$ cat src/sv/smm_pkg.sv
`timescale 1ns / 1ps
// ---------------------------------------------------------------------------
// smm_pkg
// Shared types and constants of the square matrix multiply unit.
// ---------------------------------------------------------------------------
package smm_pkg;

   localparam int DEF_MAX_SIZE  = 8;
   localparam int DEF_FRAC_BITS = 16;

   localparam int IDX_W  = 3;
   localparam int SIZE_W = 4;
   localparam int DATA_W = 32;
   localparam int PROD_W = 2 * DATA_W;
   localparam int ACC_W  = PROD_W + 4;
   localparam int CSR_W  = 2;

   typedef enum logic [1:0] {
      ACT_LOAD_A = 2'd0,
      ACT_LOAD_B = 2'd1,
      ACT_START  = 2'd2,
      ACT_NONE   = 2'd3
   } action_type;

   typedef enum logic [1:0] {
      OP_MUL   = 2'd0,
      OP_ADD   = 2'd1,
      OP_SUB   = 2'd2,
      OP_SCALE = 2'd3
   } op_type;

   typedef enum logic [CSR_W-1:0] {
      CSR_SIZE   = 2'd0,
      CSR_OP     = 2'd1,
      CSR_SCALAR = 2'd2,
      CSR_UNUSED = 2'd3
   } csr_type;

   // tag traveling with each operand pair
   typedef struct packed {
      logic   valid;
      logic   first;
      logic   last_k;
      op_type op;
   } alu_ctl_type;

endpackage

$ cat src/sv/smm_ram.sv
`timescale 1ns / 1ps
// ---------------------------------------------------------------------------
// smm_ram
// Element store: one write port, one read port with registered read data.
// ---------------------------------------------------------------------------
module smm_ram
   import smm_pkg::*;
#(
   parameter  int DEPTH  = DEF_MAX_SIZE * DEF_MAX_SIZE,
   localparam int ADDR_W = (DEPTH > 1) ? $clog2(DEPTH) : 1
) (
   input  logic              clock,
   input  logic              wr_en,
   input  logic [ADDR_W-1:0] wr_addr,
   input  logic [DATA_W-1:0] wr_data,
   input  logic [ADDR_W-1:0] rd_addr,
   output logic [DATA_W-1:0] rd_data
);

   logic [DATA_W-1:0] mem [DEPTH];
   logic [DATA_W-1:0] rd_data_ff;

   always_ff @(posedge clock) begin
      if (wr_en) begin
         mem[wr_addr] <= wr_data;
      end
      rd_data_ff <= mem[rd_addr];
   end

   assign rd_data = rd_data_ff;

endmodule

$ cat config.mk
export PLATFORM = sky130hd
export DESIGN_NAME = smm_ram
export DESIGN_NICKNAME = d
export VERILOG_FILES = /design/src/sv/smm_pkg.sv /design/src/sv/smm_ram.sv
export SDC_FILE = /design/constraint.sdc
export NUM_CORES = 2
export LEC_CHECK = 0
export BUFFER_PORTS_ARGS = -buffer_cell sky130_fd_sc_hd__buf_2
export CAP_MARGIN = 25
export CORE_ASPECT_RATIO = 0.75
export CORE_UTILIZATION = 30
export CTS_BUF_LIST = sky130_fd_sc_hd__clkbuf_4 sky130_fd_sc_hd__clkbuf_8 sky130_fd_sc_hd__clkbuf_16
export DETAILED_ROUTE_END_ITERATION = 8
export GPL_ROUTABILITY_DRIVEN = 0
export GPL_TIMING_DRIVEN = 1
export PLACE_DENSITY = 0.42
export SLEW_MARGIN = 20
export SYNTH_ARGS = -nofsm -noshare
export SYNTH_HDL_FRONTEND = slang
export SYNTH_SLANG_ARGS = --single-unit
$ cat constraint.sdc
create_clock -name clock -period 5.45 [get_ports clock]
set_input_delay 0 -clock clock [delete_from_list [all_inputs] [get_ports clock]]
set_output_delay 0 -clock clock [all_outputs]
set_load 0.01 [all_outputs]
== After elaboration in Yosys (flattened, before gate mapping) ==
Memories as Yosys holds them, arrays and structs flattened. A register that Yosys moved wholly into a read port is not among the register bits.
Cells that the tools add are included.

* Input port bits: 46
* Memories kept: 1
* Output and inout bits: 32
* Flip-flop bits (word level): 0
* RAM bits: 2,048

{| class="wikitable"
|+ Memory list
! memory !! words !! width !! rd ports !! clocked after Yosys merged registers in !! wr ports !! RTL line !! source
|-
| mem || 64 || 32 || 1 || 1 || 1 || smm_ram.sv:20 || <nowiki>logic [DATA_W-1:0] mem [DEPTH];</nowiki>
|}

* Muxes and demuxes: 2

{| class="wikitable"
|+ Operators by type and width
! cell !! count
|-
| $mux 1 || 2
|}

== Logic depth before layout (Yosys ltp) ==
* Depth after elaboration: 2
* Gate-level depth with buffers: 10

== Least setup slack after synthesis ==
Ideal clock, no wire load.

* Kind: input-to-reg
* Start: in wr_addr[3]
* End: mem mem[48][0] (enable)
* Path slack: 2.290 ns
* Required time: 4.989 ns
* Path buffers: 1
* Stages: 4
* Library setup time: 0.461 ns
* Data arrival time: 2.699 ns
* Cells stage by stage: clkbuf_1 -> nor2b_1 -> nand4b_1 -> nor3_1

{| class="wikitable"
|+ RTL lines
! element !! RTL line !! source
|-
| from (decl) || smm_ram.sv:14 || <nowiki>input logic [ADDR_W-1:0] wr_addr,</nowiki>
|-
| to (decl) || smm_ram.sv:20 ||
|}

No word-level cell before the write port.

==> impl_metrics.yaml <==
drt:
  vias_per_cell: 5.11
  dr.pass1.iters: 6
  drt-total-wl_um: 239000
  drc_errors: 0
  first_iter_violations: 4018
  drtAntennaViolNets: 0
  vias: 37076
  wl_per_cell_um: 32.9
critical_path:
  crit_path_max_incr_delay_ns: 0.81
  r2r_slack_ns: 2.92
  arrival_ns: 3.63
  path_max_fanout: 51
  cp_slowest_cell: "a21oi_1"
  start_kind: "input port"
  worst-path-stages: 9
  cp.buffers_inverters: 4
  path_class: "in -> reg"
  reg2regPathDepth: 5
  crit_family: "buffers and inverters"
  cp_cell_sequence: "buf_8, buf_4, buf_12, buf_4, mux4_2, mux2i_1, a21oi_1, a21oi_1, nor2_1"
  required_ns: 6.13
  cp-end-kind: "flip-flop"
cts:
  cts_sinks: 2080
  insertion_delay_ns: 0.86
  cts_buffers: 211
  htreeDepth: 4
  clockBufferDepth: 4
  cts_resized: 0
  cts_root_buf: "clkbuf_16"
  cts_tree: "done"
  clk_pin_slew_ns: 0.06
final_layout:
  regArea_mm2: 0.0621
  final_cell_mix: "2048 x edfxtp_1, 544 x mux4_2, 214 x clkbuf_16"
  drive_gt1_share_pct: 32.0
  nets: 3686
  area_growth_syn_to_layout_pct: 16.8
  stdcell_count: 7261
  fillCellCount: 23896
  final_common_cell: "edfxtp_1"
  multi_input_area_mm2: 0.0160
  postLayoutCoreUtil_pct: 35.3
yosys:
  syn_area_mm2: 0.0785
  yosys.area.top_type: "edfxtp_1"
  synth_top_area_share_pct: 78.3
  ys_seq_area_share_pct: 79.1
  netlist_instances: 3324
  synth_cell_types: 34
  yosys_register_bits: 2080
  syn_area_per_cell_um2: 23.6
  synthTopCellsByArea: "edfxtp_1 78%, mux4_2 16%, mux2i_1 1.2%"
  yosysWarnings: 0
  synth.net_count: 3370
sta:
  relSlewSlack_pct: 23.6
  worst_pin_slew_ns: 1.15
  fmax_ghz: 0.339
  grt_setup_unrepaired: "false"
  slew_viol_final: 0
  fin_ws_ns: 2.50
  period_minus_slack_ns: 2.95
  finalCritPeriodShare_pct: 54.1
  worst_hold_slack_ns: 0.0767
  finClkSkew_ns: 0.0413
  setup_viol: 0
  hold_viol: 0
  setup_tns_ns: 0
power_and_ir_drop:
  pwr-share-clk_pct: 42.5
  pwr-share-seq_pct: 52.4
  p_sw_uw: 7400
  ir_worst_vdd_mv: 0.224
  leakage_uw: 0.0283
  pwr-share-comb_pct: 5.2
  power_per_cell_area_mw_per_mm2: 371
  power.switching_fraction_pct: 21.7
  internal-power_uw: 26600
grt:
  grt_antenna_before_repair: 21
  grt-ovfl-total: 0
  grt_pass1_vias: 37522
  grtUsageTotal_pct: 18.1
  grt_pass1_wl_um: 327000
  grt_max_degree: 85
place:
  dp.cells: 6834
  dpl.hpwl_um: 138000
  preCtsSetupSlack_ns: 1.59
  placement.io_buffers: 77
worst_hold_path:
  min-delay-path-class: "in -> reg"
  holdPathStages: 3
floorplanning:
  ios: 78
  die_w_um: 593
  die_h_um: 445
  core-area_mm2: 0.260
  die_area_mm2: 0.264
  rows: 162
  start_util_pct: 30.2
outcome:
  outcome: "completed"
job:
  maxCapViolCount: 0
power groups by stage:
stage	registers [uW]	clock network (uW)	logic, uW
finish	17800	14400	1770
global route	17800	15300	1880
CTS	17800	14800	1800
detailed placement	18100	0	1780
global placement	18200	0	1770
floorplan	18100	0	861
flip-flops by register name (all words and copies together), names as in the netlist:
signal,cells
rd_data,32
mem,2048
logic make-up after synthesis:
group           Yosys count  synth area share (%)
compound gates          202                  1.67
mux                     637                  16.8
buf+inv                 182                  1.13
simple gates            223                  1.27
flops                  2080                  79.1
repair_timing:
| item | CTS | global route |
|---|---|---|
| hold buffers | 36 | 0 |
| buffers inserted | 0 | 0 |
| setup endpoints to repair | 0 | 0 |
| hold endpoints to repair | 2086 | 0 |
final cells by class:
class	count	share of cell area, %
Sequential cell	2080	67.8
Multi-Input combinational cell	1062	17.4
Clock buffer	292	6.61
Tap cell	3444	4.70
Timing Repair Buffer	285	2.67
Clock inverter	90	0.797
Antenna cell	8	0.0218
worst min-delay path: cells and delay by family:
family / cells / cell delay, ns
simple gates: 2 / 0.55
buf+inv: 1 / 0.17
cells in the mapped netlist:
library cell  instances
edfxtp_1           2048
mux4_2              544
nor2_1              137
mux2i_1              93
o22ai_1              84
clkbuf_1             74
a21oi_1              62
buf_2                57
dfxtp_1              32
o221ai_1             27
nand2_1              26
buf_4                25
buf_1                21
nor2b_1              15
a22oi_1              12
a311oi_1              8
nand2b_1              8
nor3_1                7
buf_6                 5
nand3_1               5
nand3b_1              5
a41o_1                4
and3_1                4
o32ai_1               4
or3_1                 3
or3b_2                3
and2_1                2
nand4_1               2
or3b_1                2
a31oi_1               1
nand4b_1              1
or2_0                 1
or2_1                 1
or2_2                 1
path summary, 6_finish.rpt:
path / startpoint / end
setup / recovery: rd_addr[0] / rd_data[30]
hold / removal: wr_addr[0] / mem[53][15]
setup reg to reg: mem[6][12] / rd_data[12]
hold reg to reg: mem[12][4] / rd_data[4]
routing by layer:
| metal | track usage (%) | vias to the layer above | wire length (um) |
|---|---|---|---|
| li1 | - | 14942 | - |
| met1 | 27.3 | 20697 | 113000 |
| met2 | 27.1 | 1170 | 106000 |
| met3 | 3.58 | 261 | 15000 |
| met4 | 3.52 | 6 | 4480 |
| met5 | 0 | - | 36 |
metrics by stage:
| step | power, uW | area (um^2) |
|---|---|---|
| global route | 35000 | 91700 |
| floorplan | 19000 | 78500 |
| global placement | 19900 | 84200 |
| detailed placement | 19900 | 84500 |
| finish | 34000 | 91700 |
| CTS | 34400 | 91700 |
No activity file was read; power rests on OpenSTA's default activity.
