$ cat src/sv/smm_pkg.sv
`timescale 1ns / 1ps
// ---------------------------------------------------------------------------
// smm_pkg
// Shared types and constants of the square matrix multiply unit.
// ---------------------------------------------------------------------------
package smm_pkg;

   localparam int DEF_MAX_SIZE  = 8;
   localparam int DEF_FRAC_BITS = 16;

   localparam int IDX_W  = 3;
   localparam int SIZE_W = 4;
   localparam int DATA_W = 32;
   localparam int PROD_W = 2 * DATA_W;
   localparam int ACC_W  = PROD_W + 4;
   localparam int CSR_W  = 2;

   typedef enum logic [1:0] {
      ACT_LOAD_A = 2'd0,
      ACT_LOAD_B = 2'd1,
      ACT_START  = 2'd2,
      ACT_NONE   = 2'd3
   } action_type;

   typedef enum logic [1:0] {
      OP_MUL   = 2'd0,
      OP_ADD   = 2'd1,
      OP_SUB   = 2'd2,
      OP_SCALE = 2'd3
   } op_type;

   typedef enum logic [CSR_W-1:0] {
      CSR_SIZE   = 2'd0,
      CSR_OP     = 2'd1,
      CSR_SCALAR = 2'd2,
      CSR_UNUSED = 2'd3
   } csr_type;

   // tag traveling with each operand pair
   typedef struct packed {
      logic   valid;
      logic   first;
      logic   last_k;
      op_type op;
   } alu_ctl_type;

endpackage

$ cat src/sv/smm_alu.sv
`timescale 1ns / 1ps
// ---------------------------------------------------------------------------
// smm_alu
// Shared multiply / add unit with exact accumulator and 32-bit saturation.
// ---------------------------------------------------------------------------
module smm_alu
   import smm_pkg::*;
#(
   parameter int FRAC_BITS = DEF_FRAC_BITS
) (
   input  logic                     clock,
   input  logic                     reset,
   input  alu_ctl_type              ctl,
   input  logic signed [DATA_W-1:0] a_data,
   input  logic signed [DATA_W-1:0] b_data,
   input  logic signed [DATA_W-1:0] scalar,
   output logic                     done,
   output logic        [DATA_W-1:0] value,
   output logic                     overflow
);

   localparam logic [DATA_W-1:0] SAT_MAX = {1'b0, {(DATA_W-1){1'b1}}};
   localparam logic [DATA_W-1:0] SAT_MIN = {1'b1, {(DATA_W-1){1'b0}}};

   logic signed [DATA_W-1:0] mul_b;
   logic signed [PROD_W-1:0] prod;
   logic signed [PROD_W-1:0] prod_sh;
   logic signed [DATA_W:0]   addsub;
   logic signed [PROD_W-1:0] term_in;
   logic signed [PROD_W-1:0] term_ff;
   alu_ctl_type              ctl2_ff;

   logic signed [ACC_W-1:0]  acc_base;
   logic signed [ACC_W-1:0]  sum;
   logic signed [ACC_W-1:0]  acc_ff;
   logic                     sum_ovf;
   logic [DATA_W-1:0]        value_ff;
   logic                     overflow_ff;

   // stage 1: product, sum or difference of the operand pair
   assign mul_b   = (ctl.op == OP_SCALE) ? scalar : b_data;
   assign prod    = a_data * mul_b;
   assign prod_sh = prod >>> FRAC_BITS;

   always_comb begin
      addsub  = '0;
      term_in = prod_sh;
      case (ctl.op) inside
         OP_ADD, OP_SUB: begin
            if (ctl.op == OP_ADD) begin
               addsub = (DATA_W+1)'(a_data) + (DATA_W+1)'(b_data);
            end else begin
               addsub = (DATA_W+1)'(a_data) - (DATA_W+1)'(b_data);
            end
            term_in = PROD_W'(addsub);
         end
         default: begin
            term_in = prod_sh;
         end
      endcase
   end

   always_ff @(posedge clock) begin
      if (reset) begin
         ctl2_ff <= '0;
      end else begin
         ctl2_ff <= ctl;
      end
      term_ff <= term_in;
   end

   // stage 2: accumulate, saturate on the final term
   assign acc_base = ctl2_ff.first ? '0 : acc_ff;
   assign sum      = acc_base + ACC_W'(term_ff);
   assign sum_ovf  = (sum[ACC_W-1:DATA_W-1] != '0) && (sum[ACC_W-1:DATA_W-1] != '1);
   assign done     = ctl2_ff.valid && ctl2_ff.last_k;

   always_ff @(posedge clock) begin
      if (ctl2_ff.valid) begin
         acc_ff <= sum;
      end
      if (done) begin
         overflow_ff <= sum_ovf;
         if (sum_ovf) begin
            value_ff <= sum[ACC_W-1] ? SAT_MIN : SAT_MAX;
         end else begin
            value_ff <= sum[DATA_W-1:0];
         end
      end
   end

   assign value    = value_ff;
   assign overflow = overflow_ff;

endmodule

$ cat config.mk
export PLATFORM = sky130hd
export DESIGN_NAME = smm_alu
export DESIGN_NICKNAME = d
export VERILOG_FILES = /design/src/sv/smm_pkg.sv /design/src/sv/smm_alu.sv
export SDC_FILE = /design/constraint.sdc
export NUM_CORES = 2
export LEC_CHECK = 0
export BUFFER_PORTS_ARGS = -buffer_cell sky130_fd_sc_hd__buf_4
export CAP_MARGIN = 40
export CORE_ASPECT_RATIO = 0.9
export CORE_UTILIZATION = 25
export DETAILED_ROUTE_END_ITERATION = 8
export GPL_TIMING_DRIVEN = 0
export PLACE_DENSITY = 0.5
export SLEW_MARGIN = 10
export SYNTH_ARGS = -nofsm -noshare
export SYNTH_HDL_FRONTEND = slang
export SYNTH_SLANG_ARGS = --single-unit
$ cat constraint.sdc
create_clock -name clock -period 10.08 [get_ports clock]
set_input_delay 2.016 -clock clock [delete_from_list [all_inputs] [get_ports clock]]
set_output_delay 2.016 -clock clock [all_outputs]
set_load 0.005 [all_outputs]
# Word level (Yosys, flattened, before mapping)
# Cells that the tools add are included.
# classes
add_sub_neg	3
mul	1
eq_ne	4
mux	6
reduce_logical	4
# op_table
cell	count
$mux W32	3
$add A68 B64 Y68	1
$mux W68	1
$mul A32 B32 Y64	1
$mux W64	1
$ne A37 B37 Y1 const B	1
$reduce_bool A37 Y1	1
$add A32 B32 Y33	1
$mux W33	1
$sub A32 B32 Y33	1
$eq A2 B2 Y1 const B	2
$eq A2 B1 Y1 const B	1
$logic_and A1 B1 Y1	2
$reduce_or A2 Y1	1
# totals
ff_bits	168
input_bits	103
output_inout_bits	34

# Longest topological paths before layout
# logic_depth
depth_word	5
mapped_depth	35
mapped_depth_nobuf	32

# Least setup slack after synthesis
# Ideal clock, no wire load.
# synth_timing
kind	input to register
start	input ctl[0] (netlist bit)
end	register term_ff[62]
setup_ps	114
t_arrival_ps	10272
t_required_ps	9966
path_slack_ps	-305
cell_stages	30
path_buffers	3
path_cell_list	ha_1 -> buf_6 -> clkbuf_1 -> mux2_2 -> clkbuf_1 -> nand2_1 -> inv_1 -> fa_1 -> fa_1 -> fa_1 -> fa_1 -> inv_1 -> fa_1 -> inv_1 -> fa_1 -> inv_1 -> fa_1 -> inv_1 -> fa_1 -> ha_1 -> a21o_1 -> a21o_1 -> a211oi_1 -> o21a_1 -> nor2b_1 -> a211oi_2 -> o2111ai_1 -> a21oi_1 -> xnor2_1 -> a21o_1
# synth_between
elab_chain_cells	4
# synth_rtl
item	line_no	source
start, declared	smm_alu.sv:13	input alu_ctl_type ctl,
$eq A2 B2 Y1	smm_alu.sv:41	assign mul_b = (ctl.op == OP_SCALE) ? scalar : b_data;
$mux W32	smm_alu.sv:41	
$mul A32 B32 Y64	smm_alu.sv:42	assign prod = a_data * mul_b;
$mux W64 *	smm_alu.sv:48	case (ctl.op) inside
end signal, assigned	smm_alu.sv:69	term_ff <= term_in;
end, declared	smm_alu.sv:30	logic signed [PROD_W-1:0] term_ff;
# Mark *: on every way between the ends. The rest lies on a longest branch, timed or not.
# A chain may end at the register's enable or synchronous reset.

# Final worst setup path
# layout_timing
start	input ctl[1] (netlist bit)
end	register term_ff[62]
# Same word-level chain as after synthesis.

==> impl_metrics.csv <==
group,metric,value,unit
yosys,synthFlopType,"edfxtp_1",
place,io_buffers,136,
floorplanning,ios,137,
finish,drive_gt1_share,12.6,%
timing,fin_ws,-0.321,ns
critical_path,critical_path_class,"primary input to flip-flop",
detailed_routing,vias_per_cell,4.66,
floorplanning,fp.dieW,462,µm
floorplanning,die_height,416,µm
timing,fin_setup_tns,-2.48,ns
yosys,synth_edf_count,101,
grt,grt_max_degree,56,
floorplanning,coreArea,189000,µm²
yosys,synth_cell_types,93,
detailed_routing,drt_iter0_markers,3163,
timing,fin_hold_ws,0.614,ns
detailed_routing,dr.pass1.iters,6,
critical_path,cp_max_fo,10,
finish,instances_no_fill,7968,
critical_path,crit_family,"adder cells",
clock_tree,clk_pin_slew,0.07,ns
timing,rsz0062_at_grt,"yes",
place,placedCellCount,7832,
detailed_routing,antenna_left,0,
yosys,netlist_area,47700,µm²
worst_hold_path,hp-class,"flip-flop to flip-flop",
clock_tree,cts_hold_buf,0,
critical_path,required,10.41,ns
finish,nets,6889,
clock_tree,clkLatencyLatePin,0.46,ns
critical_path,cp-start-kind,"primary input",
finish,final_cell_mix,"fa_1 (1044), inv_1 (1001), nand2_1 (584)",
critical_path,cp_common_cell,"fa_1",
floorplanning,dieArea,192000,µm²
clock_tree,clockBufferDepth,2,
timing,slew_violations,0,
detailed_routing,routedWlPerCell,23.6,µm
run_status,status,"finished with violations",
place,place_congestion,0.965,
grt,track_usage,19.8,%
timing,finalCritPeriodShare,103,%
finish,utilization,29.6,%
timing,clock.fmax,0.0961,GHz
detailed_routing,drc,0,
floorplanning,row_count,151,
critical_path,critPathSlowestCell,"fa_1",
timing,finalSetupViolations,15,
critical_path,arrival,10.73,ns
critical_path,critPathBufInv,6,
grt,grt_pass1_wl,275000,µm
timing,post-route-min-period,10.40,ns
timing,relSlewSlack,32.3,%
critical_path,critical_path.max_stage_delay,0.60,ns
detailed_routing,totalWireLength,188000,µm
finish,areaGrowthSynthToFinish,17.3,%
detailed_routing,via_count,37100,
flow_run,maxCapViolCount,0,
clock_tree,numCtsBuffers,17,
run_status,failed_checks,"negative setup slack",
timing,fin_skew,0.0165,ns
place,dp_hpwl,162000,µm
finish,layout_commonest_cell,"fa_1",
grt,grt-ovfl-total,0,
clock_tree,cts_tree,"done",
timing,tightest_slew,1.02,ns
yosys,syn_avg_cell_area,9.33,µm²
yosys,ys_ff_latch,152,
floorplanning,start_util,25.3,%
timing,timing.final.hold_violations,0,
yosys,syn-num-nets,6577,
clock_tree,clock-sinks,152,
yosys,netlist_instances,5109,
clock_tree,htreeDepth,4,
yosys,seq_area_frac_synth,8.51,%
yosys,async_flop_share,0,%
yosys,yosys_warnings,0,
grt,antenna_found_initial,15,
critical_path,cp-end-kind,"flip-flop",
clock_tree,cts-root-buf,"clkbuf_16",
grt,first_global_vias,39100,
-- worst reg2reg max path, delay by kind of cell (launching register included) --
kind	cells	cell delay [ns]
AND/OR/NAND/NOR	8	2.75
buffers and inverters	4	1.28
adder cells (fa/ha/maj)	1	0.29
flip-flops	1	0.63
AO/OA/AOI/OAI	6	1.50
-- repair_timing --
item | in CTS | in global routing
pin swaps | 88 | 42
setup buffers | 70 | 29
resized for setup | 340 | 100
endpoints found under the setup margin | 46 | 24
cloned | 4 | 2
-- final timing paths --
path,startpoint,to,slack [ns],cells past startpoint
hold / removal,ctl2_ff[4]$_SDFF_PP0_,acc_ff[10]$_DFFE_PP_,0.61,0
setup reg to reg,ctl2_ff[3]$_SDFF_PP0_,value[5]$_DFFE_PP_,3.36,19
hold reg to reg,ctl2_ff[4]$_SDFF_PP0_,acc_ff[10]$_DFFE_PP_,0.61,0
setup / recovery,ctl[1],term_ff[62]$_DFF_P_,-0.32,31
-- layout make-up --
type / instances / area (µm²)
Inverter: 1015 / 3820
Clock inverter: 14 / 188
Clock buffer: 18 / 429
Buffer: 247 / 1770
Fill cell: 19900 / 133000
Antenna cell: 10 / 25.0
Sequential cell: 152 / 4060
Timing Repair Buffer: 296 / 2730
Tap cell: 2524 / 3160
Multi-Input combinational cell: 3692 / 39700
-- routing by layer --
metal | global-route usage (%) | part of all wire (%) | up-vias
met5 | 0 | 0.0053 | -
met2 | 30.0 | 44 | 1397
met1 | 27.7 | 43 | 19200
met3 | 3.07 | 7.6 | 269
li1 | - | - | 16200
met4 | 8.68 | 5.4 | 2
-- registers in the layout, summed over array words and instances, names as in the netlist --
name / count
acc_ff: 68
term_ff: 48
value: 32
ctl2_ff: 3
overflow: 1
-- Yosys cell counts, types with 5 or more instances --
master        n  area share, %
and3_1       22           0.29
nand2b_1     40           0.53
buf_2        16           0.17
buf_6         8           0.19
mux2i_1      10           0.21
nor2_1      151            1.2
a31oi_1      17           0.22
a21oi_1     158            1.7
or3_1        14           0.18
nor2b_1     317            4.2
xor2_1       79            1.5
mux2_2       24           0.57
inv_1      1015            8.0
o21ai_2      32           0.59
nor3_1       35           0.37
a211oi_1     19           0.30
buf_4         5          0.079
o211ai_1     13           0.20
clkbuf_1    218            1.7
a2111oi_0     6           0.11
fa_1       1083             45
a211o_1       6           0.11
or2_2        13           0.17
dfxtp_1      51            2.1
nor4_1       14           0.18
o21ai_1      10           0.11
o21ai_0      77           0.81
and4_1        6           0.11
a22oi_1       5          0.079
ha_1        282            7.4
a221oi_1      6           0.11
and2_1      288            3.8
nand2_1     587            4.6
o21a_1       21           0.33
edfxtp_1    101            6.4
o31ai_1      11           0.17
o22ai_1       7          0.092
o21bai_1     18           0.28
a21o_1       68            1.1
xnor2_1      85            1.6
nand3_1      39           0.41
a21boi_0      5          0.079
nand4_1      33           0.43
a21oi_2       6           0.11
-- logic make-up after synthesis --
group,after synthesis,share of synthesized area (%)
buf+inv,1265,10.2
xor+xnor,164,3.01
flops,152,8.51
simple gates,1588,17.0
fa+ha+maj,1365,52.9
compound gates,541,7.64
mux,34,0.777
-- through the flow --
step                setup WS [ns]  cell area, µm²
floorplan                 0.00976           47700
global placement            -3.42           51900
detailed placement          -2.85           52700
CTS                        -0.336           55400
global route               -0.469           55900
finish                     -0.321           55900
Power is left out: the tool's default activity adds up to more than one toggle a clock period on the data nets, which glitch-free logic cannot reach.
